`src/design/amon_pkg.sv`:
```
package amon_pkg;

   typedef enum logic [1:0] {
      CLS_IDLE = 2'd0,
      CLS_DOOR = 2'd1,
      CLS_RUN  = 2'd2
   } class_type;

   typedef enum logic [1:0] {
      LED_BLUE   = 2'd0,
      LED_YELLOW = 2'd1,
      LED_RED    = 2'd2,
      LED_BLINK  = 2'd3
   } led_type;

   localparam int unsigned ADDR_W = 5;

   localparam logic [2:0] REG_RUN_THRESHOLD  = 3'd0;
   localparam logic [2:0] REG_OPEN_THRESHOLD = 3'd1;
   localparam logic [2:0] REG_SETTLE_TICKS   = 3'd2;
   localparam logic [2:0] REG_FOOD_INTERVAL  = 3'd3;
   localparam logic [2:0] REG_DOOR_INTERVAL  = 3'd4;

   localparam logic [15:0] RST_RUN_THRESHOLD  = 16'd300;
   localparam logic [15:0] RST_OPEN_THRESHOLD = 16'd50;
   localparam logic [7:0]  RST_SETTLE_TICKS   = 8'd7;
   localparam logic [15:0] RST_FOOD_INTERVAL  = 16'd100;
   localparam logic [15:0] RST_DOOR_INTERVAL  = 16'd300;

   localparam logic [7:0] DWELL_MAX = 8'hFF;

   typedef struct packed {
      logic [15:0] run_threshold;
      logic [15:0] open_threshold;
      logic [7:0]  settle_ticks;
      logic [15:0] food_alert_interval;
      logic [15:0] door_alert_interval;
   } cfg_type;

   typedef struct packed {
      class_type oven_state;
      led_type   led_code;
      logic      food_present;
      logic      food_alert;
      logic      door_alert;
      logic      food_removed;
   } result_type;

endpackage

```
`src/design/amon_step.sv`:
```
module amon_step (
   input  logic                 clock,
   input  logic                 reset,
   input  logic                 advance,
   input  logic [15:0]          sample,
   input  amon_pkg::cfg_type    cfg,
   output amon_pkg::result_type result
);

   amon_pkg::class_type last_class_ff, last_class_in;
   logic [7:0]          dwell_ff, dwell_in;
   logic [1:0]          blink_ff, blink_in;
   logic [15:0]         food_phase_ff, food_phase_in;
   logic [15:0]         door_phase_ff, door_phase_in;
   logic                food_flag_ff, food_flag_in;

   amon_pkg::class_type cls;
   amon_pkg::led_type   led;
   logic                same;
   logic [7:0]          dwell_inc;
   logic                settle_hit;
   logic                removed;
   logic [16:0]         food_sum;
   logic [16:0]         door_sum;
   logic                food_wrap;
   logic                door_wrap;
   logic                blink_now;

   always_comb begin
      if (sample > cfg.run_threshold) begin
         cls = amon_pkg::CLS_RUN;
      end else if (sample > cfg.open_threshold) begin
         cls = amon_pkg::CLS_DOOR;
      end else begin
         cls = amon_pkg::CLS_IDLE;
      end

      same      = (cls == last_class_ff);
      dwell_inc = dwell_ff + 8'd1;
      // settle fires only on the step that lands exactly on settle_ticks
      settle_hit = same && (dwell_ff != amon_pkg::DWELL_MAX) && (dwell_inc == cfg.settle_ticks);

      food_sum  = {1'b0, food_phase_ff} + 17'd1;
      door_sum  = {1'b0, door_phase_ff} + 17'd1;
      food_wrap = (food_sum >= {1'b0, cfg.food_alert_interval});
      door_wrap = (door_sum >= {1'b0, cfg.door_alert_interval});

      last_class_in = cls;
      food_flag_in  = food_flag_ff;
      removed       = 1'b0;
      if (settle_hit && cls == amon_pkg::CLS_RUN) begin
         food_flag_in = 1'b1;
      end
      if (settle_hit && cls == amon_pkg::CLS_DOOR && food_flag_ff) begin
         food_flag_in = 1'b0;
         removed      = 1'b1;
      end

      if (same) begin
         dwell_in      = (dwell_ff == amon_pkg::DWELL_MAX) ? dwell_ff : dwell_inc;
         blink_in      = blink_ff + 2'd1;
         food_phase_in = food_wrap ? 16'd0 : food_sum[15:0];
         door_phase_in = door_wrap ? 16'd0 : door_sum[15:0];
      end else begin
         dwell_in      = 8'd0;
         blink_in      = 2'd0;
         food_phase_in = 16'd0;
         door_phase_in = 16'd0;
      end
      blink_now = same && (blink_in == 2'd0);

      case (cls)
         amon_pkg::CLS_RUN:  led = amon_pkg::LED_RED;
         amon_pkg::CLS_DOOR: led = amon_pkg::LED_YELLOW;
         default:            led = amon_pkg::LED_BLUE;
      endcase
      if (cls == amon_pkg::CLS_IDLE && food_flag_in && blink_now) begin
         led = amon_pkg::LED_BLINK;
      end

      result.oven_state   = cls;
      result.led_code     = led;
      result.food_present = food_flag_in;
      result.food_alert   = same && cls == amon_pkg::CLS_IDLE && food_flag_in && food_wrap;
      result.door_alert   = same && cls == amon_pkg::CLS_DOOR && door_wrap;
      result.food_removed = removed;
   end

   always_ff @(posedge clock) begin
      if (reset) begin
         last_class_ff <= amon_pkg::CLS_IDLE;
         dwell_ff      <= 8'd0;
         blink_ff      <= 2'd0;
         food_phase_ff <= 16'd0;
         door_phase_ff <= 16'd0;
         food_flag_ff  <= 1'b0;
      end else if (advance) begin
         last_class_ff <= last_class_in;
         dwell_ff      <= dwell_in;
         blink_ff      <= blink_in;
         food_phase_ff <= food_phase_in;
         door_phase_ff <= door_phase_in;
         food_flag_ff  <= food_flag_in;
      end
   end

   // a class change restarts the dwell count
   a_dwell_restart: assert property (@(posedge clock) disable iff (reset)
      advance && !same |=> dwell_ff == 8'd0)
      else $error("dwell count not cleared on class change");

   // food flag can only rise while running
   a_flag_rise: assert property (@(posedge clock) disable iff (reset)
      advance && !food_flag_ff && food_flag_in |-> cls == amon_pkg::CLS_RUN)
      else $error("food flag set outside running class");

endmodule

```
`src/design/appliance_current_state_monitor_top.sv`:
```
// Appliance current monitor: classifies one 16-bit current sample per request
// as running, door open or idle against two programmable strict thresholds,
// tracks a food flag through settle counts and raises blink, food-left and
// door-open indications. Throughput is one request per clock while rsp_ready
// stays high; a request's response passes the input register, then the result
// register, with all class, dwell and phase updates done in the single
// combinational step between them. A response holds while rsp_ready is low, and
// req_ready drops while both registers are full and rsp_ready is low.
// Configuration registers sit at byte addresses 0x00..0x10 and should be
// written only while no request is in flight.
module appliance_current_state_monitor_top (
   input  logic                      clock,
   input  logic                      reset,

   input  logic                      req_valid,
   output logic                      req_ready,
   input  logic [15:0]               req_current_sample,

   output logic                      rsp_valid,
   input  logic                      rsp_ready,
   output logic [1:0]                rsp_oven_state,
   output logic [1:0]                rsp_led_code,
   output logic                      rsp_food_present,
   output logic                      rsp_food_alert,
   output logic                      rsp_door_alert,
   output logic                      rsp_food_removed,

   input  logic                      psel,
   input  logic                      penable,
   input  logic                      pwrite,
   input  logic [amon_pkg::ADDR_W-1:0] paddr,
   input  logic [31:0]               pwdata,
   output logic [31:0]               prdata,
   output logic                      pready
);

   amon_pkg::cfg_type    cfg_ff;
   logic                 in_valid_ff;
   logic [15:0]          sample_ff;
   logic                 rsp_valid_ff;
   amon_pkg::result_type res_ff;
   amon_pkg::result_type res_in;
   logic                 out_free;
   logic                 advance;
   logic                 cfg_write;
   logic [2:0]           reg_index;

   assign out_free  = !rsp_valid_ff || rsp_ready;
   assign advance   = in_valid_ff && out_free;
   assign req_ready = !in_valid_ff || out_free;

   assign pready    = 1'b1;
   assign cfg_write = psel && penable && pwrite;
   assign reg_index = paddr[4:2];

   always_ff @(posedge clock) begin
      if (reset) begin
         cfg_ff.run_threshold       <= amon_pkg::RST_RUN_THRESHOLD;
         cfg_ff.open_threshold      <= amon_pkg::RST_OPEN_THRESHOLD;
         cfg_ff.settle_ticks        <= amon_pkg::RST_SETTLE_TICKS;
         cfg_ff.food_alert_interval <= amon_pkg::RST_FOOD_INTERVAL;
         cfg_ff.door_alert_interval <= amon_pkg::RST_DOOR_INTERVAL;
      end else if (cfg_write) begin
         case (reg_index)
            amon_pkg::REG_RUN_THRESHOLD:  cfg_ff.run_threshold       <= pwdata[15:0];
            amon_pkg::REG_OPEN_THRESHOLD: cfg_ff.open_threshold      <= pwdata[15:0];
            amon_pkg::REG_SETTLE_TICKS:   cfg_ff.settle_ticks        <= pwdata[7:0];
            amon_pkg::REG_FOOD_INTERVAL:  cfg_ff.food_alert_interval <= pwdata[15:0];
            amon_pkg::REG_DOOR_INTERVAL:  cfg_ff.door_alert_interval <= pwdata[15:0];
            default: ;
         endcase
      end
   end

   always_comb begin
      case (reg_index)
         amon_pkg::REG_RUN_THRESHOLD:  prdata = {16'd0, cfg_ff.run_threshold};
         amon_pkg::REG_OPEN_THRESHOLD: prdata = {16'd0, cfg_ff.open_threshold};
         amon_pkg::REG_SETTLE_TICKS:   prdata = {24'd0, cfg_ff.settle_ticks};
         amon_pkg::REG_FOOD_INTERVAL:  prdata = {16'd0, cfg_ff.food_alert_interval};
         amon_pkg::REG_DOOR_INTERVAL:  prdata = {16'd0, cfg_ff.door_alert_interval};
         default:                      prdata = 32'd0;
      endcase
   end

   // input register
   always_ff @(posedge clock) begin
      if (reset) begin
         in_valid_ff <= 1'b0;
      end else if (req_ready) begin
         in_valid_ff <= req_valid;
      end
   end

   always_ff @(posedge clock) begin
      if (req_valid && req_ready) begin
         sample_ff <= req_current_sample;
      end
   end

   amon_step u_step (
      .clock   (clock),
      .reset   (reset),
      .advance (advance),
      .sample  (sample_ff),
      .cfg     (cfg_ff),
      .result  (res_in)
   );

   // result register
   always_ff @(posedge clock) begin
      if (reset) begin
         rsp_valid_ff <= 1'b0;
      end else if (out_free) begin
         rsp_valid_ff <= in_valid_ff;
      end
   end

   always_ff @(posedge clock) begin
      if (advance) begin
         res_ff <= res_in;
      end
   end

   assign rsp_valid        = rsp_valid_ff;
   assign rsp_oven_state   = res_ff.oven_state;
   assign rsp_led_code     = res_ff.led_code;
   assign rsp_food_present = res_ff.food_present;
   assign rsp_food_alert   = res_ff.food_alert;
   assign rsp_door_alert   = res_ff.door_alert;
   assign rsp_food_removed = res_ff.food_removed;

   a_removed_clears: assert property (@(posedge clock) disable iff (reset)
      rsp_valid_ff && res_ff.food_removed |->
         !res_ff.food_present && res_ff.oven_state == amon_pkg::CLS_DOOR)
      else $error("removal reported with food still flagged");

   a_food_alert_idle: assert property (@(posedge clock) disable iff (reset)
      rsp_valid_ff && res_ff.food_alert |->
         res_ff.food_present && res_ff.oven_state == amon_pkg::CLS_IDLE)
      else $error("food alert outside idle with food");

   a_door_alert_door: assert property (@(posedge clock) disable iff (reset)
      rsp_valid_ff && res_ff.door_alert |-> res_ff.oven_state == amon_pkg::CLS_DOOR)
      else $error("door alert outside door-open class");

   a_blink_idle: assert property (@(posedge clock) disable iff (reset)
      rsp_valid_ff && res_ff.led_code == amon_pkg::LED_BLINK |->
         res_ff.food_present && res_ff.oven_state == amon_pkg::CLS_IDLE)
      else $error("blink shown outside idle with food");

endmodule

```
`config.mk`:
```
export PLATFORM = sky130hd
export DESIGN_NAME = appliance_current_state_monitor_top
export DESIGN_NICKNAME = d
export VERILOG_FILES = /design/src/design/amon_pkg.sv /design/src/design/amon_step.sv /design/src/design/appliance_current_state_monitor_top.sv
export SDC_FILE = /design/constraint.sdc
export NUM_CORES = 1
export LEC_CHECK = 0
export ABC_AREA = 1
export BUFFER_PORTS_ARGS = -buffer_cell sky130_fd_sc_hd__buf_2
export CAP_MARGIN = 30
export CORE_UTILIZATION = 60
export DETAILED_ROUTE_END_ITERATION = 12
export GPL_ROUTABILITY_DRIVEN = 0
export GPL_TIMING_DRIVEN = 0
export MAX_ROUTING_LAYER = met4
export PLACE_DENSITY = 0.89
export SLEW_MARGIN = 40
export SYNTH_ARGS = -nofsm -noshare
export SYNTH_HDL_FRONTEND = slang
export SYNTH_HIERARCHICAL = 1
export SYNTH_SLANG_ARGS = --single-unit
```
`constraint.sdc`:
```
create_clock -name clock -period 4.11 [get_ports clock]
set_clock_uncertainty 0.05 [all_clocks]
set_input_delay 0.6165 -clock clock [delete_from_list [all_inputs] [get_ports clock]]
set_output_delay 0.6165 -clock clock [all_outputs]
set_load 0.05 [all_outputs]
```
# Word-level counts from Yosys, hierarchy flattened
# Index checks and enable logic that the tools add are counted.
[op_classes] add_sub_neg=4 n_lt_le_gt_ge=4 eq_ne=11 mux=14 n_reduce_logical=30
[op_table] cell="$pmux 16 s5" n=1
[op_table] cell="$mux 16" n=4
[op_table] cell="$add 16x1->17 const B" n=2
[op_table] cell="$ge 17x16->1" n=2
[op_table] cell="$gt 16x16->1" n=2
[op_table] cell="$logic_and 1x1->1" n=17
[op_table] cell="$mux 8" n=2
[op_table] cell="$reduce_and 2->1" n=6
[op_table] cell="$add 8x1->8 const B" n=1
[op_table] cell="$eq 8x8->1" n=1
[op_table] cell="$eq 8x8->1 const B" n=1
[op_table] cell="$ne 8x8->1 const B" n=1
[op_table] cell="$eq 3x2->1 const B" n=2
[op_table] cell="$logic_not 2->1" n=2
[op_table] cell="$mux 1" n=4
[op_table] cell="$mux 2" n=2
[op_table] cell="$pmux 2 s2" n=1
[op_table] cell="$eq 3x1->1 const B" n=1
[op_table] cell="$eq 3x3->1 const B" n=1
[op_table] cell="$logic_not 3->1" n=1
[op_table] cell="$add 2x1->2 const B" n=1
[op_table] cell="$eq 2x1->1 const B" n=1
[op_table] cell="$eq 2x2->1" n=1
[op_table] cell="$eq 2x2->1 const B" n=1
[op_table] cell="other kinds (3)" n=5
[word_totals] register_bits=143 in_bits=60 output_inout_bits=43

# Longest topological paths before layout
# Gate-level depths: netlist of run 1.
[depth] depth_word=11 ltp_mapped=20

# By module
# Netlist of run 1, hierarchy kept.
[by_module_without_submodules] module="amon_step" instances=1 cells_per_inst=819 area_each_um2=5142.4 seq_area_each_um2=900.9
[by_module_without_submodules] module="appliance_current_state_monitor_top" instances=1 cells_per_inst=624 area_each_um2=4451.8 seq_area_each_um2=2202.1

# Worst setup path after synthesis of run 1
# No wires, ideal clock.
[synth_timing] path_kind="reg-to-reg" start="register u_step.door_phase_ff[0]" end="register u_step.door_phase_ff[12]" setup_time_ns=0.070 t_arrival_ns=2.810 required_ns=3.990 path_slack_ns=1.179 path_stages_with_launch=20 path_buffers=1 period_less_slack_ns=2.931 path_cell_list="dfxtp_1 ha_1 nand3_2 nand3b_1 nor2_1 nand2_1 nor2_1 nand2_1 xor2_1 inv_1 ha_1 a21oi_1 nand3b_2 nand4_2 nor2_4 nand3_4 buf_6 nor2_1 nand2_1 a21oi_2"
[synth_via] elab_chain_len=4
[synth_lines] element="start, declared" line="amon_step.sv:14" source="logic [15:0] door_phase_ff, door_phase_in;"
[synth_lines] element="start signal, assigned" line="amon_step.sv:102" source="door_phase_ff <= door_phase_in;"
[synth_lines] element="$add 16x1->17 *" line="amon_step.sv:44" source="door_sum = {1'b0, door_phase_ff} + 17'd1;"
[synth_lines] element="$ge 17x16->1" line="amon_step.sv:46" source="door_wrap = (door_sum >= {1'b0, cfg.door_alert_interval});"
[synth_lines] element="$mux 16 *" line="amon_step.sv:63" source="door_phase_in = door_wrap ? 16'd0 : door_sum[15:0];"
[synth_lines] element="$mux 16 *" line="amon_step.sv:59" source="if (same) begin"
# Every way passes the cells marked *; elsewhere a longest branch is shown, timed or not.
# A chain may end at the register's enable or synchronous reset.

# Worst setup path after layout of run 1
# Ends and elaborated chain as after synthesis.

==> results of run 1 <==
sequential cells by signal (all words and copies together) (netlist names):
name and flops:
u_step/blink_ff 2, rsp_led_code 2, u_step/food_flag_ff 1, cfg_ff 72, sample_ff 16, rsp_food_alert 1
rsp_food_present 1, u_step/door_phase_ff 16, rsp_food_removed 1, rsp_valid 1, in_valid_ff 1, rsp_door_alert 1
u_step/dwell_ff 8, u_step/food_phase_ff 16, u_step/last_class_ff 2, rsp_oven_state 2
final timing paths:
| path | end | slack, ns |
|---|---|---|
| min | sample_ff[3]$_DFFE_PP_ | 0.29 |
| max reg2reg | u_step/door_phase_ff[12]$_SDFFE_PP0P_ | 0.74 |
| max | u_step/door_phase_ff[12]$_SDFFE_PP0P_ | 0.74 |
| min reg2reg | cfg_ff[44]$_SDFFE_PP1P_ | 0.45 |
area by class of cell:
class | count | area, um2 | area share (%)
Tap cell | 211 | 264 | 2.44
Multi-Input combinational cell | 1037 | 5370 | 49.6
Clock buffer | 17 | 425 | 3.93
Sequential cell | 143 | 3100 | 28.7
Buffer | 65 | 385 | 3.56
Clock inverter | 15 | 139 | 1.28
Timing Repair Buffer | 67 | 335 | 3.10
Inverter | 213 | 800 | 7.39
cell usage in the layout (no fill, tap or decap), types with 4 or more instances in the layout:
master	instances
inv_2	9
nor3_2	4
nand2_1	365
inv_6	5
buf_1	11
nor2_2	16
dfxtp_1	119
clkbuf_16	17
xnor2_1	5
inv_1	203
nor2_4	7
conb_1	17
edfxtp_1	24
o21ai_0	18
nand3_2	4
nand4_1	51
a21oi_1	38
clkbuf_1	12
nand3_1	95
buf_2	78
nand3b_1	4
nand2_2	5
a21oi_2	11
buf_4	28
inv_8	5
nor3_1	11
ha_1	67
xor2_1	17
nor2_1	270
power by group:
group          total, mW  switching, mW  internal (mW)
Combinational      0.436          0.311          0.125
Sequential          1.49         0.0280           1.46
Clock               1.50          0.697          0.802
Total               3.42           1.04           2.39
cells by family after synthesis:
logic type / Yosys count
xor+xnor: 22
compound gates: 80
buf+inv: 278
simple gates: 851
other cells: 2
flops: 143
fa+ha+maj: 67
metal layers:
layer	track usage [%]	vias up	routed length, um	share of wire (%)
met2	53.3	531	11600	45
met5	-	-	0	0
li1	-	4708	-	-
met1	41.6	4293	10400	40
met4	16.7	0	1000	3.9
met3	8.77	100	2710	11
through the flow:
step           setup slack [ns]  instances
6_report                  0.736       1768
5_1_grt                   0.402       1768
4_1_cts                   0.781       1768
3_5_place_dp              0.805       1736
3_3_place_gp              0.828       1736
2_1_floorplan              1.18       1458
==> flow_summary.yaml, run 1 <==
setup_path:
  worstSetupPathDepth: 18
  crit_path_max_fanout: 10
  criticalPathCategory: "flop to flop"
  slowest_stage: "dfxtp_1"
  critPathMaxStageDelay_ns: 0.37
  arrival_ns: 3.63
  path_buf_inv: 2
  critPathRequiredTime_ns: 4.37
  cpMostUsedCell: "nand2_1"
  worst_setup_path_start_kind: "flop"
  r2r-start: "u_step/door_phase_ff[0]$_SDFFE_PP0P_"
  critPathTopFamily: "simple AND/OR/NAND/NOR gates"
  crit_chain: "ha_1 > nand3_2 > nand3b_1 > nor2_1 > nand2_1 > nor2_1 > nand2_1 > xor2_1 > inv_1 > ha_1 > nand2_1 > nor4_1 > nand3_1 > nand3_4 > buf_6 > nor2_1 > nand2_1 > a21oi_2"
  reg2reg_depth: 18
  cp-startpoint: "u_step/door_phase_ff[0]$_SDFFE_PP0P_"
  end_kind: "flop"
hold_path:
  hold_start: "req_current_sample[3]"
  hold_class: "primary input to flop"
  whs_path_depth: 1
timing:
  holdWs_ns: 0.294
  fin_crit_ns: 3.37
  fmax_mhz: 296
  fin_tns_setup_ns: 0
  slew_violations: 0
  hold_viol: 0
  grt_setup_unrepaired: "false"
  setup_viol: 0
  slew-limit-headroom_pct: 54.1
  period_share_pct: 82.1
  tightest_slew_ns: 0.689
clock_network:
  cts-resized-gates: 0
  cts_num_sinks: 143
  clk_latency_ns: 0.44
  cts_max_level: 4
  cts_tree: "built"
  root_buffer: "clkbuf_16"
  cts_buffers: 17
  path_clk_slew_ns: 0.07
  post-cts-setup-buffer-count: 0
  clock_path_buffers: 2
  cts_hold_buf: 0
floorplan:
  start_util_pct: 62.2
  die_h_um: 128
  num_rows: 45
  pin_count: 103
  coreArea_um2: 15400
  die-area_um2: 16500
  die_x_um: 128
route:
  viasPerCell: 5.45
  drc: 0
  drtPass1Iterations: 6
  routed_wl_um: 25700
  drt_iter0_markers: 1122
  ant_nets: 0
  vias: 9632
  avgRoutedWirePerCell_um: 14.5
finish:
  final_nets: 1671
  drive_gt1_share_pct: 13.6
  fillerInstances: 1301
  design_area_um2: 10800
  area_growth_pct: 12.8
  antenna_cells: 0
  final_util_pct: 70.1
place:
  dpl-instance-area_um2: 10300
  port_buffers: 67
  dp_hpwl_um: 19200
logic_synthesis:
  synth_common_cells: "365 x nand2_1, 270 x nor2_1, 203 x inv_1"
  synth.cell_area_um2: 9590
  synth_top_family_by_area: "simple AND/OR/NAND/NOR gates"
  synth_edf_count: 24
  synthMuxAreaShare_pct: 0
  ys.flop_type: "dfxtp_1"
  synthAdderAreaFrac_pct: 8.74
  synth-simple-area-share_pct: 39.6
  yosys_warnings: 6
  synth_seq_area_share_pct: 32.3
  synth-xor-area-share_pct: 2.01
  yosysTopAreaCell: "dfxtp_1"
  synth_top_area_share_pct: 24.8
  synth_area_leaders: "dfxtp_1 25%, nand2_1 14%, nor2_1 11%"
  syn_inst: 1443
  ys_ff_latch: 143
  async_flop_share_pct: 0
  synth_compound_area_share_pct: 4.93
  ys_types: 46
  synth_most_common_cell: "nand2_1"
  syn-mean-instance-area_um2: 6.65
status:
  status: "finished clean"
pwr:
  vdd_drop_max_uv: 355
  p_leak_nw: 5.29
  p_per_area_nw_per_um2: 316
  power_mw: 3.42
job:
  cap_violations: 0
global_route:
  grt_pass1_vias: 9157
  grt_max_degree: 17
  gr-total-overflow: 0
  grt_usage_pct: 34.4
  grt_pass1_wl_um: 42900
  antenna_found_initial: 0
Power figures use the tool's default switching activity.
==> run 2: changes to the inputs <==
- CORE_UTILIZATION: 60 -> 54
- PLACE_DENSITY: 0.89 -> 0.85
- clock period: 4.11 -> 3 ns (I/O delays scaled with it)
==> run 2 against run 1 <==
Effect of this change: maximum frequency is 7.0% higher; via count is 4.7% higher; critical path type unchanged; largest power group unchanged; the run now ends with setup timing left; setup slack worse by 0.89 ns; wire length is 14% higher; highest routed layer unchanged; clock-buffer cell count is 8 higher; utilization is 3.4 points lower; flip-flop and latch count stayed put; sequential share of layout area is 1.5 points lower.
==> flow_summary.yaml, run 2 (same netlist as run 1, synthesis figures left out) <==
setup_path:
  critPathTopFamily: "simple AND/OR/NAND/NOR gates"
  slowest_stage: "dfxtp_2"
  crit_path_max_fanout: 4
  end_kind: "flop"
  path_buf_inv: 4
  worst_setup_path_start_kind: "flop"
  critPathRequiredTime_ns: 3.24
  criticalPathCategory: "flop to flop"
  critPathMaxStageDelay_ns: 0.39
  crit_chain: "inv_1 > nor3_4 > nand3_4 > nor3_4 > inv_1 > o21ai_2 > inv_1 > ha_1 > nand2_1 > nor4_4 > nand3_2 > buf_6 > nand4_1 > nor2_1 > nor2_1 > nor2_1"
  arrival_ns: 3.40
timing:
  fin_crit_ns: 3.15
  grt_setup_unrepaired: "true"
  period_share_pct: 105
  slew-limit-headroom_pct: 51.5
  fin_tns_setup_ns: -1.85
  slew_violations: 0
  fmax_mhz: 317
  hold_viol: 0
  setup_viol: 31
  tightest_slew_ns: 0.728
  fin_ws_ns: -0.153
route:
  maxUsedRoutingLayer: "met4"
  drc: 0
  drt_iter0_markers: 1338
  wl_met3_um: 3220
  viasPerCell: 5.55
  drtPass1Iterations: 7
  vias: 10081
  avgRoutedWirePerCell_um: 16.1
  wl_met2_um: 13600
  ant_nets: 0
  m1WireLength_um: 11300
  routed_wl_um: 29200
clock_network:
  root_buffer: "clkbuf_16"
  clock_path_buffers: 2
  cts_tree: "built"
  path_clk_slew_ns: 0.06
  cts_buffers: 17
  cts_max_level: 4
  cts_num_sinks: 143
  clk_latency_ns: 0.43
finish:
  largest_reg_flops: 72
  final_nets: 1704
  drive_gt1_share_pct: 19.4
  layout_common_cells: "357 x nand2_1, 264 x nor2_1, 196 x inv_1"
  top_register: "cfg_ff"
  final_common_cell: "nand2_1"
  antenna_cells: 0
  area_growth_pct: 20.2
  fillerInstances: 1369
global_route:
  grt_pass1_vias: 9291
  grt_pass1_wl_um: 44100
  grt_usage_pct: 31.7
  antenna_found_initial: 0
  gr-total-overflow: 0
  grt_max_degree: 17
status:
  violations: "setup timing"
  status: "finished with violations"
pwr:
  power_mw: 4.79
  p_per_area_nw_per_um2: 415
  vdd_drop_max_uv: 386
  p_leak_nw: 5.58
floorplan:
  start_util_pct: 55.5
  coreArea_um2: 17300
  die_x_um: 135
  num_rows: 48
  die-area_um2: 18300
  die_h_um: 135
  pin_count: 103
place:
  port_buffers: 67
  dp_hpwl_um: 19600
hold_path:
  hold_class: "primary input to flop"
job:
  cap_violations: 0
[run 2: area by class of cell]
type                            count  area [um2]  share of cell area (%)
Tap cell                          225         282                    2.44
Timing Repair Buffer              100         609                    5.28
Clock buffer                       25         517                    4.48
Buffer                             65         400                    3.47
Multi-Input combinational cell   1037        5720                    49.6
Clock inverter                      7        76.3                   0.662
Inverter                          213         802                    6.95
Sequential cell                   143        3130                    27.1
[run 2: what timing repair did]
| item | CTS | global route |
|---|---|---|
| pin swaps | 9 | 43 |
| hold buffers | 0 | 0 |
| gates resized for setup | 31 | 72 |
| setup buffers | 12 | 19 |
| gates cloned | 0 | 2 |
| endpoints found under the setup margin | 34 | 34 |
[run 2: where the power goes]
| group | leakage, nW | internal [mW] | switching (mW) | total [mW] |
|---|---|---|---|---|
| clock network | 0.285 | 1.28 | 0.847 | 2.13 |
| logic | 4.09 | 0.177 | 0.443 | 0.620 |
| registers | 1.20 | 2.00 | 0.0397 | 2.04 |
| total | 5.58 | 3.46 | 1.33 | 4.79 |
[run 2: per-layer routing]
layer | track usage (%) | vias up
met1 | 38.4 | 4561
met2 | 51.3 | 623
met5 | - | -
met3 | 5.65 | 116
met4 | 13.9 | 0
li1 | - | 4781
[run 2: path summary, 6_finish.rpt]
| path | to | start | slack (ns) | cells past startpoint |
|---|---|---|---|---|
| worst max register to register | u_step/door_phase_ff[1]$_SDFFE_PP0P_ | u_step/door_phase_ff[2]$_SDFFE_PP0P_ | -0.15 | 16 |
| worst min-delay path | sample_ff[0]$_DFFE_PP_ | req_current_sample[0] | 0.14 | 1 |
| worst min register to register | cfg_ff[45]$_SDFFE_PP1P_ | cfg_ff[45]$_SDFFE_PP1P_ | 0.45 | 2 |
| worst max-delay path | u_step/door_phase_ff[1]$_SDFFE_PP0P_ | u_step/door_phase_ff[2]$_SDFFE_PP0P_ | -0.15 | 16 |
[run 2: stage by stage]
stage / setup slack, ns / instances / cell area (um2) / hold slack (ns) / util (%)
final: -0.153 / 1815 / 11500 / 0.138 / 66.7
after global routing: -0.312 / 1815 / 11500 / 0.131 / 66.7
after global placement: -0.305 / 1750 / 10300 / 0.406 / 59.4
after CTS: -0.00563 / 1794 / 11100 / 0.131 / 64.2
after floorplan: 0.0695 / 1458 / 9650 / 0.395 / -
after detailed placement: -0.369 / 1750 / 10300 / 0.439 / 59.4
